**config.mk**
```make
export PLATFORM = sky130hd
export DESIGN_NAME = plt_queue
export DESIGN_NICKNAME = d
export VERILOG_FILES = /design/src/rtl/core/plt_pkg.sv /design/src/rtl/core/plt_queue.sv
export SDC_FILE = /design/constraint.sdc
export NUM_CORES = 1
export LEC_CHECK = 0
export BUFFER_PORTS_ARGS = -buffer_cell sky130_fd_sc_hd__buf_2
export CORE_UTILIZATION = 47
export CTS_BUF_LIST = sky130_fd_sc_hd__clkbuf_4 sky130_fd_sc_hd__clkbuf_8 sky130_fd_sc_hd__clkbuf_16
export CTS_CLUSTER_SIZE = 30
export DETAILED_ROUTE_END_ITERATION = 12
export GPL_ROUTABILITY_DRIVEN = 1
export PLACE_DENSITY = 0.88
export SKIP_LAST_GASP = 1
export SLEW_MARGIN = 40
export SYNTH_ARGS = -nofsm -noshare
export SYNTH_HDL_FRONTEND = slang
export SYNTH_SLANG_ARGS = --single-unit
```
**constraint.sdc**
```tcl
create_clock -name clk_i -period 11.9 [get_ports clk_i]
set_input_delay 2.38 -clock clk_i [delete_from_list [all_inputs] [get_ports clk_i]]
set_output_delay 2.38 -clock clk_i [all_outputs]
set_load 0.1 [all_outputs]
```
**src/rtl/core/plt_pkg.sv**
```systemverilog
package plt_pkg;

  localparam int COMPONENT_BITS = 16;
  localparam int EXPONENT_BITS  = 8;

  // components keep the low bits of their 16-bit slot, sign-extended
  localparam int VecBits   = (COMPONENT_BITS < 16) ? COMPONENT_BITS : 16;
  localparam int CompShift = 16 - VecBits;

  localparam int QueueDepth = 2;

  localparam logic [1:0] OP_AMBIENT  = 2'd0;
  localparam logic [1:0] OP_DIFFUSE  = 2'd1;
  localparam logic [1:0] OP_SPECULAR = 2'd2;
  localparam logic [1:0] OP_REFLECT  = 2'd3;

  localparam logic [1:0] VEC_L = 2'd0;
  localparam logic [1:0] VEC_N = 2'd1;
  localparam logic [1:0] VEC_V = 2'd2;

  typedef enum logic [1:0] {
    KIND_FLAT,
    KIND_DIFFUSE,
    KIND_SPECULAR
  } plt_kind_e;

  typedef enum logic [3:0] {
    ST_IDLE,
    ST_NORM,
    ST_DOT,
    ST_PROD,
    ST_SQRT,
    ST_DIV,
    ST_COMB,
    ST_POW,
    ST_CHAN,
    ST_DONE
  } plt_state_e;

  typedef struct packed {
    plt_kind_e                kind;
    logic                     start;
    logic [2:0][7:0]          light;
    logic [2:0][15:0]         coeff;
    logic [2:0][2:0][15:0]    vecs;
    logic [EXPONENT_BITS-1:0] expo;
  } plt_item_t;

  function automatic logic [15:0] sext_comp(input logic [15:0] v);
    logic [15:0] m;
    m = v << CompShift;
    return 16'($signed(m) >>> CompShift);
  endfunction

endpackage

```
**src/rtl/core/plt_queue.sv**
```systemverilog
module plt_queue import plt_pkg::*; (
  input  logic      clk_i,
  input  logic      rst_ni,
  input  logic      push_i,
  input  plt_item_t item_i,
  output logic      full_o,
  input  logic      pop_i,
  output logic      valid_o,
  output plt_item_t item_o
);

  localparam int PtrBits = $clog2(QueueDepth);

  plt_item_t          mem_q [QueueDepth];
  logic [PtrBits-1:0] wr_ptr_q, rd_ptr_q;
  logic [PtrBits:0]   cnt_q;

  assign full_o  = cnt_q == (PtrBits+1)'(QueueDepth);
  assign valid_o = cnt_q != '0;
  assign item_o  = mem_q[rd_ptr_q];

  always_ff @(posedge clk_i) begin
    if (push_i) begin
      mem_q[wr_ptr_q] <= item_i;
    end
  end

  always_ff @(posedge clk_i or negedge rst_ni) begin
    if (!rst_ni) begin
      wr_ptr_q <= '0;
      rd_ptr_q <= '0;
      cnt_q    <= '0;
    end else begin
      if (push_i) begin
        wr_ptr_q <= (wr_ptr_q == PtrBits'(QueueDepth-1)) ? '0 : wr_ptr_q + 1'b1;
      end
      if (pop_i) begin
        rd_ptr_q <= (rd_ptr_q == PtrBits'(QueueDepth-1)) ? '0 : rd_ptr_q + 1'b1;
      end
      if (push_i && !pop_i) begin
        cnt_q <= cnt_q + 1'b1;
      end else if (pop_i && !push_i) begin
        cnt_q <= cnt_q - 1'b1;
      end
    end
  end

endmodule

```
; Word-level counts from Yosys, hierarchy flattened
; Memory sizes are Yosys's and may differ from the RTL's.
; Index checks and enable logic that the tools add are counted.
[totals]
reg_bits = 4
mem_bits_rw = 454
inputBits = 231
elab_cells = 21
n_memories = 1
[mem_list]
columns = name, words, word_bits, read_ports, rd_ports_with_merged_regs, wr, line
row1 = mem_q, 2, 227, 1, 0, 1, plt_queue.sv:14  ; plt_item_t mem_q [QueueDepth];
[classes]
addsub = 4
n_eq_ne = 1
mux = 6
n_reduce_logical = 6
[ops]
columns = op, count
row1 = 1-bit 2-to-1 mux, 4
row2 = 2-bit 2-to-1 mux, 2
row3 = 2-bit nonzero test, 2
row4 = "1-bit adder, second input constant", 2
row5 = "2-bit by 1-bit adder with 2-bit output, second input constant", 1
row6 = "2-bit equality test, second input constant", 1
row7 = 1-bit logical AND, 2
row8 = 1-bit zero test, 2
row9 = "2-bit by 1-bit subtractor with 2-bit output, second input constant", 1

; Longest topological paths before layout
; Gate-level depths: netlist of run 1.
[logic_depth]
ltp_word = 4
mapped_depth = 5
depth_no_buf = 5

; Worst setup path before layout of run 1
; OpenSTA, ideal clock, no wires.
[synth_path]
path_kind = input to register
startpoint = input port push_i
endpoint = memory mem_q[0][0] (netlist bit) (enable)
setup_time_ns = 0.846
arrival_time_ns = 12.157
required_ns = 11.054
slack_ns = -1.103
path_stages = 1
n_path_buf = 0
cell_sequence = nor2b_1
[synth_between]
elab_chain_len = 2
[synth_rtl]
columns = element, line
row1 = "start, declared", plt_queue.sv:4  ; input logic push_i,
row2 = 1-bit 2-to-1 mux, plt_queue.sv:23  ; if (push_i) begin
row3 = 1-bit 2-to-1 mux (not written as such), plt_queue.sv:24  ; mem_q[wr_ptr_q] <= item_i;
row4 = "end, declared", plt_queue.sv:14
; No other way between the ends.

==> results of run 1 <==
[kinds of logic (layout without fill, tap and decap cells)]
logic type / Yosys count / count (layout)
other: 0 / 5
xor gates and xnor gates: 5 / 5
DFF: 458 / 458
muxes: 227 / 227
buffers and inverters: 26 / 550
adders and majority gates: 1 / 1
and+or+nand+nor: 5 / 5
[registers in the layout, summed over array words and instances, names as in the netlist]
| register | flops |
|---|---|
| cnt_q | 2 |
| mem_q | 454 |
| rd_ptr_q | 1 |
| wr_ptr_q | 1 |
[routing by layer]
metal | GRT usage, % | vias up | wire, µm
li1 | - | 3879 | -
met1 | 19.64 | 4237 | 12230
met2 | 32.51 | 429 | 18080
met3 | 6.202 | 71 | 3302
met4 | 8.923 | 4 | 1058
met5 | 0 | - | 26
[layout by cell type (no fill, tap or decap), types with 3 or more instances in the layout]
| cell | instances |
|---|---|
| xor2_1 | 4 |
| clkinv_1 | 5 |
| bufinv_16 | 4 |
| dfrtp_1 | 3 |
| buf_6 | 8 |
| buf_2 | 459 |
| edfxtp_1 | 454 |
| diode_2 | 5 |
| clkbuf_4 | 12 |
| clkinv_2 | 5 |
| mux2_2 | 227 |
| clkbuf_16 | 47 |
[how the worst min path moves through the flow]
stage / from / to / slack [ps] / cells past startpoint
6_report: cnt_q[1] / cnt_q[1] / 500 / 1
2_1_floorplan: cnt_q[1] / cnt_q[1] / 450 / 1
3_3_place_gp: cnt_q[1] / cnt_q[1] / 470 / 1
3_5_place_dp: cnt_q[1] / cnt_q[1] / 500 / 1
5_1_grt: cnt_q[1] / cnt_q[1] / 520 / 1
4_1_cts: cnt_q[1] / cnt_q[1] / 510 / 1
[area by class of cell]
class | count | share of cell area, %
clock inverter | 19 | 0.9814
clock buffer | 61 | 6.188
sequential | 458 | 65.70
inverter | 1 | 0.01795
antenna | 5 | 0.05984
tap | 455 | 2.723
multi-input combinational | 238 | 12.68
timing repair buffer | 469 | 11.65
[through the flow]
| step | setup WS, ps | cells | utilization (%) | hold slack [ps] | cell area, µm² |
|---|---|---|---|---|---|
| after floorplan | 3170 | 722 | - | 447.4 | 16660 |
| after global placement | 6706 | 1619 | 55.65 | 467.2 | 19320 |
| after detailed placement | 6982 | 1619 | 55.74 | 497.0 | 19350 |
| after CTS | 6366 | 1699 | 60.06 | 507.2 | 20850 |
| after global routing | 6652 | 1705 | 60.22 | 520.5 | 20910 |
| final | 6764 | 1706 | 60.23 | 503.4 | 20910 |
[critical path: cells and delay by family, from the launching register on]
kind	cells	cell delay, ps
buffers and inverters	2	1050
multiplexers	1	310
flip-flops	1	700
==> reports/metrics.csv, run 1 <==
stage,metric,value,unit
run,MaxCap Viol Count,0,
yosys,Compound-Gate Fraction of Synth Area,0,%
yosys,Simple-Gate Fraction of Synth Area,0.1728,%
worst_hold_path,HP Class,reg2reg,
yosys,cell area after synthesis,0.01666,mm²
cells_and_area,layout filler cell count,2439,
setup_path,Setup CP Type,reg2out,
setup_path,Worst Path Arrival,2760,ps
sta,Rel. slew slack,43.71,%
sta,Final Setup Violations,0,
clocking,Worst-path clk slew,60,ps
route,initial detailed-routing violation count,375,
yosys,"FFs w/ async S/R, synth",0.8734,%
sta,Final Hold Viols,0,
clocking,CTS max path bufs,3,
yosys,Gate Count Post-Synth,722,
setup_path,Critical path origin,rd_ptr_q,
yosys,post-synthesis sequential element count,458,
yosys,top-count cell post-synth,edfxtp_1,
route,DRT antenna net count,0,
sta,Slew @ Worst Pin,844.4,ps
floorplanning,die width,190.3,µm
cells_and_area,nets,1445,
setup_path,Worst R2R Start,wr_ptr_q,
route,1st-pass router iterations,4,
setup_path,WP data required,9520,ps
floorplanning,die area,0.03620,mm²
grt,largest net degree at the start of global routing,86,
yosys,Unique masters post-synth,13,
yosys,Synth top area share,81.85,%
yosys,Synth area leaders,"edfxtp_1 (82%), mux2_2 (15%), buf_6 (1.6%)",
yosys,mux cell area share after synthesis,15.35,%
yosys,"top cells by count, synth","edfxtp_1 (454), mux2_2 (227), buf_6 (24)",
floorplanning,initial core utilization,47.98,%
yosys,xor/xnor share of the synthesized area,0.2629,%
floorplanning,row count,68,
sta,Setup TNS,0,ps
sta,Layout Skew,6.993,ps
clocking,# hold bufs at CTS,0,
outcome,outcome,finished clean,
grt,initial antenna violation count,7,
setup_path,crit-path cells,buf_6 -> mux2_2 -> buf_2,
yosys,"Net Count, Synth",954,
setup_path,Critical Path Source Type,register,
placed_design,dpl hpwl,22530,µm
yosys,Yosys top cell by area,edfxtp_1,
grt,gr ovfl total,0,
cells_and_area,post-synthesis to final-layout area growth,25.53,%
grt,first-pass GRT wire length,49570,µm
setup_path,Slowest cell on crit path,dfrtp_4,
setup_path,register-to-register setup slack,9510,ps
clocking,CTS root buffer,clkbuf_16,
yosys,main flop type after synthesis,edfxtp_1,
clocking,"Clk Latency, worst-skew pair",550,ps
yosys,"EDFF count, synth",454,
placed_design,GPL Wtd Cong,0.7533,
route,Vias,8620,
placed_design,PortBufs,459,
sta,Slew Limit Fails,0,
floorplanning,Die Y,190.3,µm
sta,final worst-path cycle share,43.16,%
grt,GR Util All Layers,18.39,%
sta,Final Critical Period,5136,ps
setup_path,Critical Path Sink Type,primary output,
route,drc violations,0,
sta,Fmax,194.7,MHz
route,routed length per instance,20.34,µm
sta,unrepaired setup endpoints after global routing,false,
clocking,H-tree Lvls,2,
grt,vias in the first global route,9014,
clocking,setup bufs post-CTS,0,
yosys,sequential-to-total area share from yosys stat,82.45,%
yosys,main combinational cell family by area after synthesis,multiplexers,
setup_path,CP max stage delay,700,ps
setup_path,Setup crit end,item_o[123],
setup_path,worst r2r path cells,3,
cells_and_area,multi-input logic area,0.002651,mm²
setup_path,R2R Path End,mem_q[0][64],
yosys,adder-cell share of the synthesized area,0.07512,%
floorplanning,core area,0.03471,mm²
yosys,warnings from Yosys,0,
clocking,Num CTS Buffers,45,
floorplanning,Top Ports,460,
route,final WL,34700,µm
cells_and_area,Reg area,0.01374,mm²
setup_path,"critical path fanouts, max",85,
cells_and_area,layout cell share with drive strength beyond 1,62.20,%
clocking,clock tree sinks,458,
route,via/cell ratio,5.053,
yosys,Mean Syn Cell Area,23.07,µm²
clocking,CTS tree,built,
clocking,post-CTS sizing,0,
Power of run 1 is left out: the tool's default activity adds up to more than one toggle a clock period on the data nets, which glitch-free logic cannot reach.
==> run 2, diff against run 1 <==
ABC_AREA = 1   (was default)
CORE_UTILIZATION = 52   (was 47)
PLACE_DENSITY = 0.91   (was 0.88)
clock period = 4.81 ns   (was 11.9 ns; I/O delays follow)
==> run 2 against run 1 <==
Net effect:
- first-iteration DRC count up 22%
- global-route usage up 3.1 points
- critical path depth up 1
- routed wire length up 4.4%
- die area down 9.4%
- register-to-register slack worse by 6900 ps
- via count up 1.8%
- final cell count down 2.2%
- clock skew up 16 ps
==> reports/metrics.csv, run 2 <==
stage,metric,value,unit
setup_path,Worst Path Arrival,2520,ps
yosys,Synth area leaders,"edfxtp_1 (82%), mux2_2 (15%), buf_6 (1.6%)",
yosys,xor/xnor share of the synthesized area,0.1576,%
yosys,warnings from Yosys,0,
cells_and_area,multi-input logic area,0.002646,mm²
sta,Slew Limit Fails,0,
route,DRT antenna net count,0,
floorplanning,core area,0.03156,mm²
placed_design,dpl hpwl,24180,µm
grt,initial antenna violation count,7,
floorplanning,Top Ports,460,
yosys,"Net Count, Synth",963,
sta,Final Critical Period,3485,ps
route,Vias,8779,
cells_and_area,post-synthesis to final-layout area growth,25.92,%
clocking,# hold bufs at CTS,0,
clocking,setup bufs post-CTS,0,
route,initial detailed-routing violation count,458,
cells_and_area,top flop regs,"mem_q: 454 flops, cnt_q: 2 flops",
floorplanning,row count,65,
yosys,top-count cell post-synth,edfxtp_1,
clocking,clock tree sinks,458,
cells_and_area,nets,1462,
yosys,Unique masters post-synth,13,
run,MaxCap Viol Count,0,
route,routed length per instance,21.72,µm
clocking,H-tree Lvls,2,
yosys,"top cells by count, synth","edfxtp_1 (454), mux2_2 (227), buf_6 (24)",
placed_design,GPL Wtd Cong,0.8101,
yosys,cell area after synthesis,0.01667,mm²
clocking,CTS root buffer,clkbuf_16,
floorplanning,die area,0.03278,mm²
yosys,"EDFF count, synth",454,
grt,largest net degree at the start of global routing,82,
grt,GR Util All Layers,21.52,%
sta,Layout Skew,23.18,ps
cells_and_area,max FFs per register,454,
cells_and_area,layout cell share with drive strength beyond 1,61.87,%
floorplanning,Die Y,181.1,µm
setup_path,Critical Path Source Type,register,
yosys,main flop type after synthesis,edfxtp_1,
yosys,Simple-Gate Fraction of Synth Area,0.2476,%
cells_and_area,layout filler cell count,2000,
clocking,CTS tree,built,
cells_and_area,"commonest non-fill, non-tap cell in the layout",buf_2,
sta,Final Hold Viols,0,
cells_and_area,Reg area,0.01374,mm²
setup_path,Setup CP Type,reg2out,
clocking,post-CTS sizing,0,
yosys,Mean Syn Cell Area,22.81,µm²
setup_path,Critical Path Sink Type,primary output,
yosys,mux cell area share after synthesis,15.33,%
yosys,post-synthesis sequential element count,458,
route,1st-pass router iterations,4,
clocking,CTS max path bufs,3,
floorplanning,initial core utilization,52.84,%
yosys,sequential-to-total area share from yosys stat,82.37,%
yosys,Compound-Gate Fraction of Synth Area,0,%
clocking,Num CTS Buffers,45,
placed_design,PortBufs,459,
sta,Final Setup Violations,0,
grt,first-pass GRT wire length,52960,µm
yosys,adder-cell share of the synthesized area,0.07504,%
sta,Rel. slew slack,46.71,%
setup_path,WP data required,3850,ps
yosys,Synth top area share,81.76,%
yosys,Yosys top cell by area,edfxtp_1,
yosys,Gate Count Post-Synth,731,
outcome,outcome,finished clean,
sta,Setup TNS,0,ps
floorplanning,die width,181.1,µm
clocking,Worst-path clk slew,60,ps
grt,gr ovfl total,0,
yosys,"FFs w/ async S/R, synth",0.8734,%
route,drc violations,0,
sta,unrepaired setup endpoints after global routing,false,
worst_hold_path,HP Class,in2async,
grt,vias in the first global route,9476,
setup_path,"critical path fanouts, max",38,
clocking,"Clk Latency, worst-skew pair",530,ps
sta,Fmax,287.0,MHz
route,via/cell ratio,5.263,
route,final WL,36230,µm
setup_path,worst r2r path cells,3,
sta,final worst-path cycle share,72.45,%
cells_and_area,Top reg by flops,mem_q,
sta,Slew @ Worst Pin,797.6,ps
yosys,main combinational cell family by area after synthesis,multiplexers,
cells_and_area,most frequent cells in the layout,"buf_2 (459), edfxtp_1 (454), mux2_2 (227)",
==> run 2: cell types whose count changed after synthesis <==
cell     delta
nand4_1     +1
nor2b_1     -2
xor2_1      -2
nor2_1      +1
inv_1       +6
nand2_1     +6
nand3_1     +1
and2_1      -1
or2_2       -1
==> run 2: metrics by stage <==
step	area, µm²	hold slack (ps)	setup slack [ps]	std cells	utilization [%]
after floorplan	16690	441.7	8.356	731	-
final	21000	221.8	1325	1668	66.53
after global placement	19430	453.4	1757	1583	61.59
after detailed placement	19470	479.9	1868	1585	61.70
after global routing	21000	203.2	1201	1668	66.53
after CTS	20990	194.2	1270	1666	66.52
==> run 2: layout make-up <==
type | count | area share [%]
inverter | 7 | 0.1430
tap | 402 | 2.396
sequential | 458 | 65.43
antenna | 2 | 0.02384
clock inverter | 26 | 1.359
multi-input combinational | 241 | 12.60
clock buffer | 55 | 5.888
timing repair buffer | 477 | 12.16
==> run 2: critical path, cell delays in order, from the launching register on <==
cell     delay, ps
dfrtp_4        680
buf_12         280
buf_4          310
mux2_2         380
buf_2          300
==> run 2: layer usage <==
layer / global-route usage [%] / share of wire [%] / up-vias
met5: 0 / 0.094 / -
met4: 8.305 / 3.1 / 6
met3: 6.793 / 8.3 / 85
met2: 39.55 / 53 / 420
met1: 22.92 / 36 / 4347
li1: - / - / 3921
==> run 2: path summary, 6_finish.rpt <==
kind                       slack (ps)            end      from
max                              1330     item_o[49]  rd_ptr_q
min                               220       cnt_q[1]    rst_ni
max reg2reg                      2570  mem_q[1][159]  wr_ptr_q
min reg2reg                       480       cnt_q[1]  cnt_q[1]
max in group asynchronous        4450       rd_ptr_q    rst_ni
min in group clk_i                480       cnt_q[1]  cnt_q[1]
==> run 2: logic make-up after synthesis <==
kind of cell	after synthesis
XOR/XNOR	3
adder cells (fa/ha/maj)	1
buffers and inverters	32
flip-flops	458
multiplexers	227
AND/OR/NAND/NOR	10
Power of run 2 is left out for the same reason.
==> run 3, diff against run 2 <==
CORE_UTILIZATION = 47   (was 52)
PLACE_DENSITY = 0.88   (was 0.91)
clock period = 3.2 ns   (was 4.81 ns; I/O delays follow)
==> run 3 against run 2 <==
Net effect:
- register-to-register slack worse by 1100 ps
- die area is 11% higher
- global-route usage is 2.4 points lower
==> reports/metrics.csv, run 3 (synthesis results as in run 2) <==
stage,metric,value,unit
outcome,outcome,finished clean,
clocking,CTS max path bufs,3,
setup_path,Critical Path Sink Type,primary output,
sta,unrepaired setup endpoints after global routing,false,
cells_and_area,Top reg by flops,mem_q,
cells_and_area,final non-filler cell total,1719,
route,Vias,8706,
cells_and_area,"Core Util, Final",60.42,%
setup_path,R2R Path End,mem_q[0][117],
setup_path,worst r2r path cells,2,
clocking,Num CTS Buffers,45,
setup_path,crit-path cells,buf_12 -> mux2_2 -> buf_2,
cells_and_area,max FFs per register,454,
floorplanning,die width,190.4,µm
sta,post-route worst setup slack,366.0,ps
route,via/cell ratio,5.065,
sta,Slew Limit Fails,0,
route,DRT antenna net count,0,
setup_path,Setup crit end,item_o[102],
sta,Layout Skew,14.17,ps
setup_path,"critical path fanouts, max",79,
floorplanning,die area,0.03623,mm²
route,initial detailed-routing violation count,467,
grt,gr ovfl total,0,
route,1st-pass router iterations,5,
clocking,post-CTS sizing,0,
setup_path,WP data required,2560,ps
floorplanning,Die Y,190.4,µm
setup_path,Slowest cell on crit path,dfrtp_4,
run,MaxCap Viol Count,0,
grt,vias in the first global route,9299,
placed_design,dpl cells,1638,
placed_design,dpl hpwl,23800,µm
route,final WL,35640,µm
floorplanning,Top Ports,460,
floorplanning,row count,68,
clocking,Worst-path clk slew,60,ps
clocking,clock tree sinks,458,
grt,initial antenna violation count,4,
clocking,"Clk Latency, worst-skew pair",550,ps
clocking,H-tree Lvls,2,
setup_path,Worst Path Arrival,2190,ps
route,routed length per instance,20.73,µm
cells_and_area,top flop regs,"mem_q: 454 flops, cnt_q: 2 flops",
clocking,CTS tree,built,
grt,largest net degree at the start of global routing,121,
setup_path,Critical path origin,rd_ptr_q,
grt,GR Util All Layers,19.14,%
sta,Final Hold Viols,0,
sta,Final Setup Violations,0,
cells_and_area,layout cell share with drive strength beyond 1,61.93,%
sta,Final Critical Period,2834,ps
cells_and_area,Reg area,0.01374,mm²
sta,Rel. slew slack,50.81,%
setup_path,CP max stage delay,470,ps
floorplanning,initial core utilization,48.03,%
grt,first-pass GRT wire length,51630,µm
sta,Slew @ Worst Pin,737.8,ps
cells_and_area,"commonest non-fill, non-tap cell in the layout",buf_2,
sta,final worst-path cycle share,88.56,%
cells_and_area,post-synthesis to final-layout area growth,25.78,%
setup_path,register-to-register setup slack,1440,ps
route,drc violations,0,
placed_design,DP Worst Slack,959.4,ps
cells_and_area,most frequent cells in the layout,"buf_2 (459), edfxtp_1 (454), mux2_2 (227)",
cells_and_area,layout filler cell count,2455,
setup_path,Setup CP Type,reg2out,
setup_path,Critical Path Source Type,register,
sta,Hold Worst Slack,269.9,ps
worst_hold_path,HP Class,in2reg,
clocking,CTS root buffer,clkbuf_16,
placed_design,PortBufs,459,
setup_path,Worst R2R Start,wr_ptr_q,
floorplanning,core area,0.03471,mm²
cells_and_area,multi-input logic area,0.002660,mm²
cells_and_area,nets,1463,
placed_design,GPL Wtd Cong,0.7785,
sta,Fmax,352.9,MHz
## run 3: how the worst min path moves through the flow
stage	from	to	slack, ps	cells after the start
final	item_i[113]	mem_q[1][113]	270	1
after global routing	item_i[177]	mem_q[0][177]	230	1
after CTS	item_i[196]	mem_q[0][196]	230	1
after detailed placement	rst_ni	wr_ptr_q	460	1
after global placement	rst_ni	wr_ptr_q	450	1
after floorplan	rst_ni	cnt_q[0]	340	0
## run 3: what timing repair did
| item | CTS | global route |
|---|---|---|
| buffers inserted | 0 | 0 |
| setup endpoints to repair | 0 | 0 |
| hold buffers | 1 | 0 |
| hold endpoints to repair | 4 | 0 |
## run 3: area by class of cell
class	count	share of cell area, %
timing repair buffer	478	12.30
antenna	3	0.03580
multi-input combinational	241	12.68
clock buffer	63	6.181
tap	455	2.714
clock inverter	14	0.3818
sequential	458	65.50
inverter	7	0.2028
## run 3: per-stage QoR
stage / TNS [ps] / cell area, µm²
global placement: 0 / 19580
CTS: 0 / 20970
global route: 0 / 20970
floorplan: -564420 / 16710
finish: 0 / 20970
detailed placement: 0 / 19580
## run 3: worst max-delay path: cells and delay by family, from the launching register on
| kind | cells | cell delay, ps |
|---|---|---|
| buffers and inverters | 2 | 590 |
| DFF | 1 | 470 |
| muxes | 1 | 420 |
## run 3: metal layers
| layer | share of wire (%) | vias up | GRT usage [%] |
|---|---|---|---|
| li1 | - | 3934 | - |
| met1 | 35 | 4273 | 20.42 |
| met2 | 52 | 419 | 33.86 |
| met3 | 9.5 | 76 | 6.459 |
| met4 | 3.6 | 4 | 9.138 |
| met5 | 0.062 | - | 0 |
Power of run 3 is left out for the same reason.
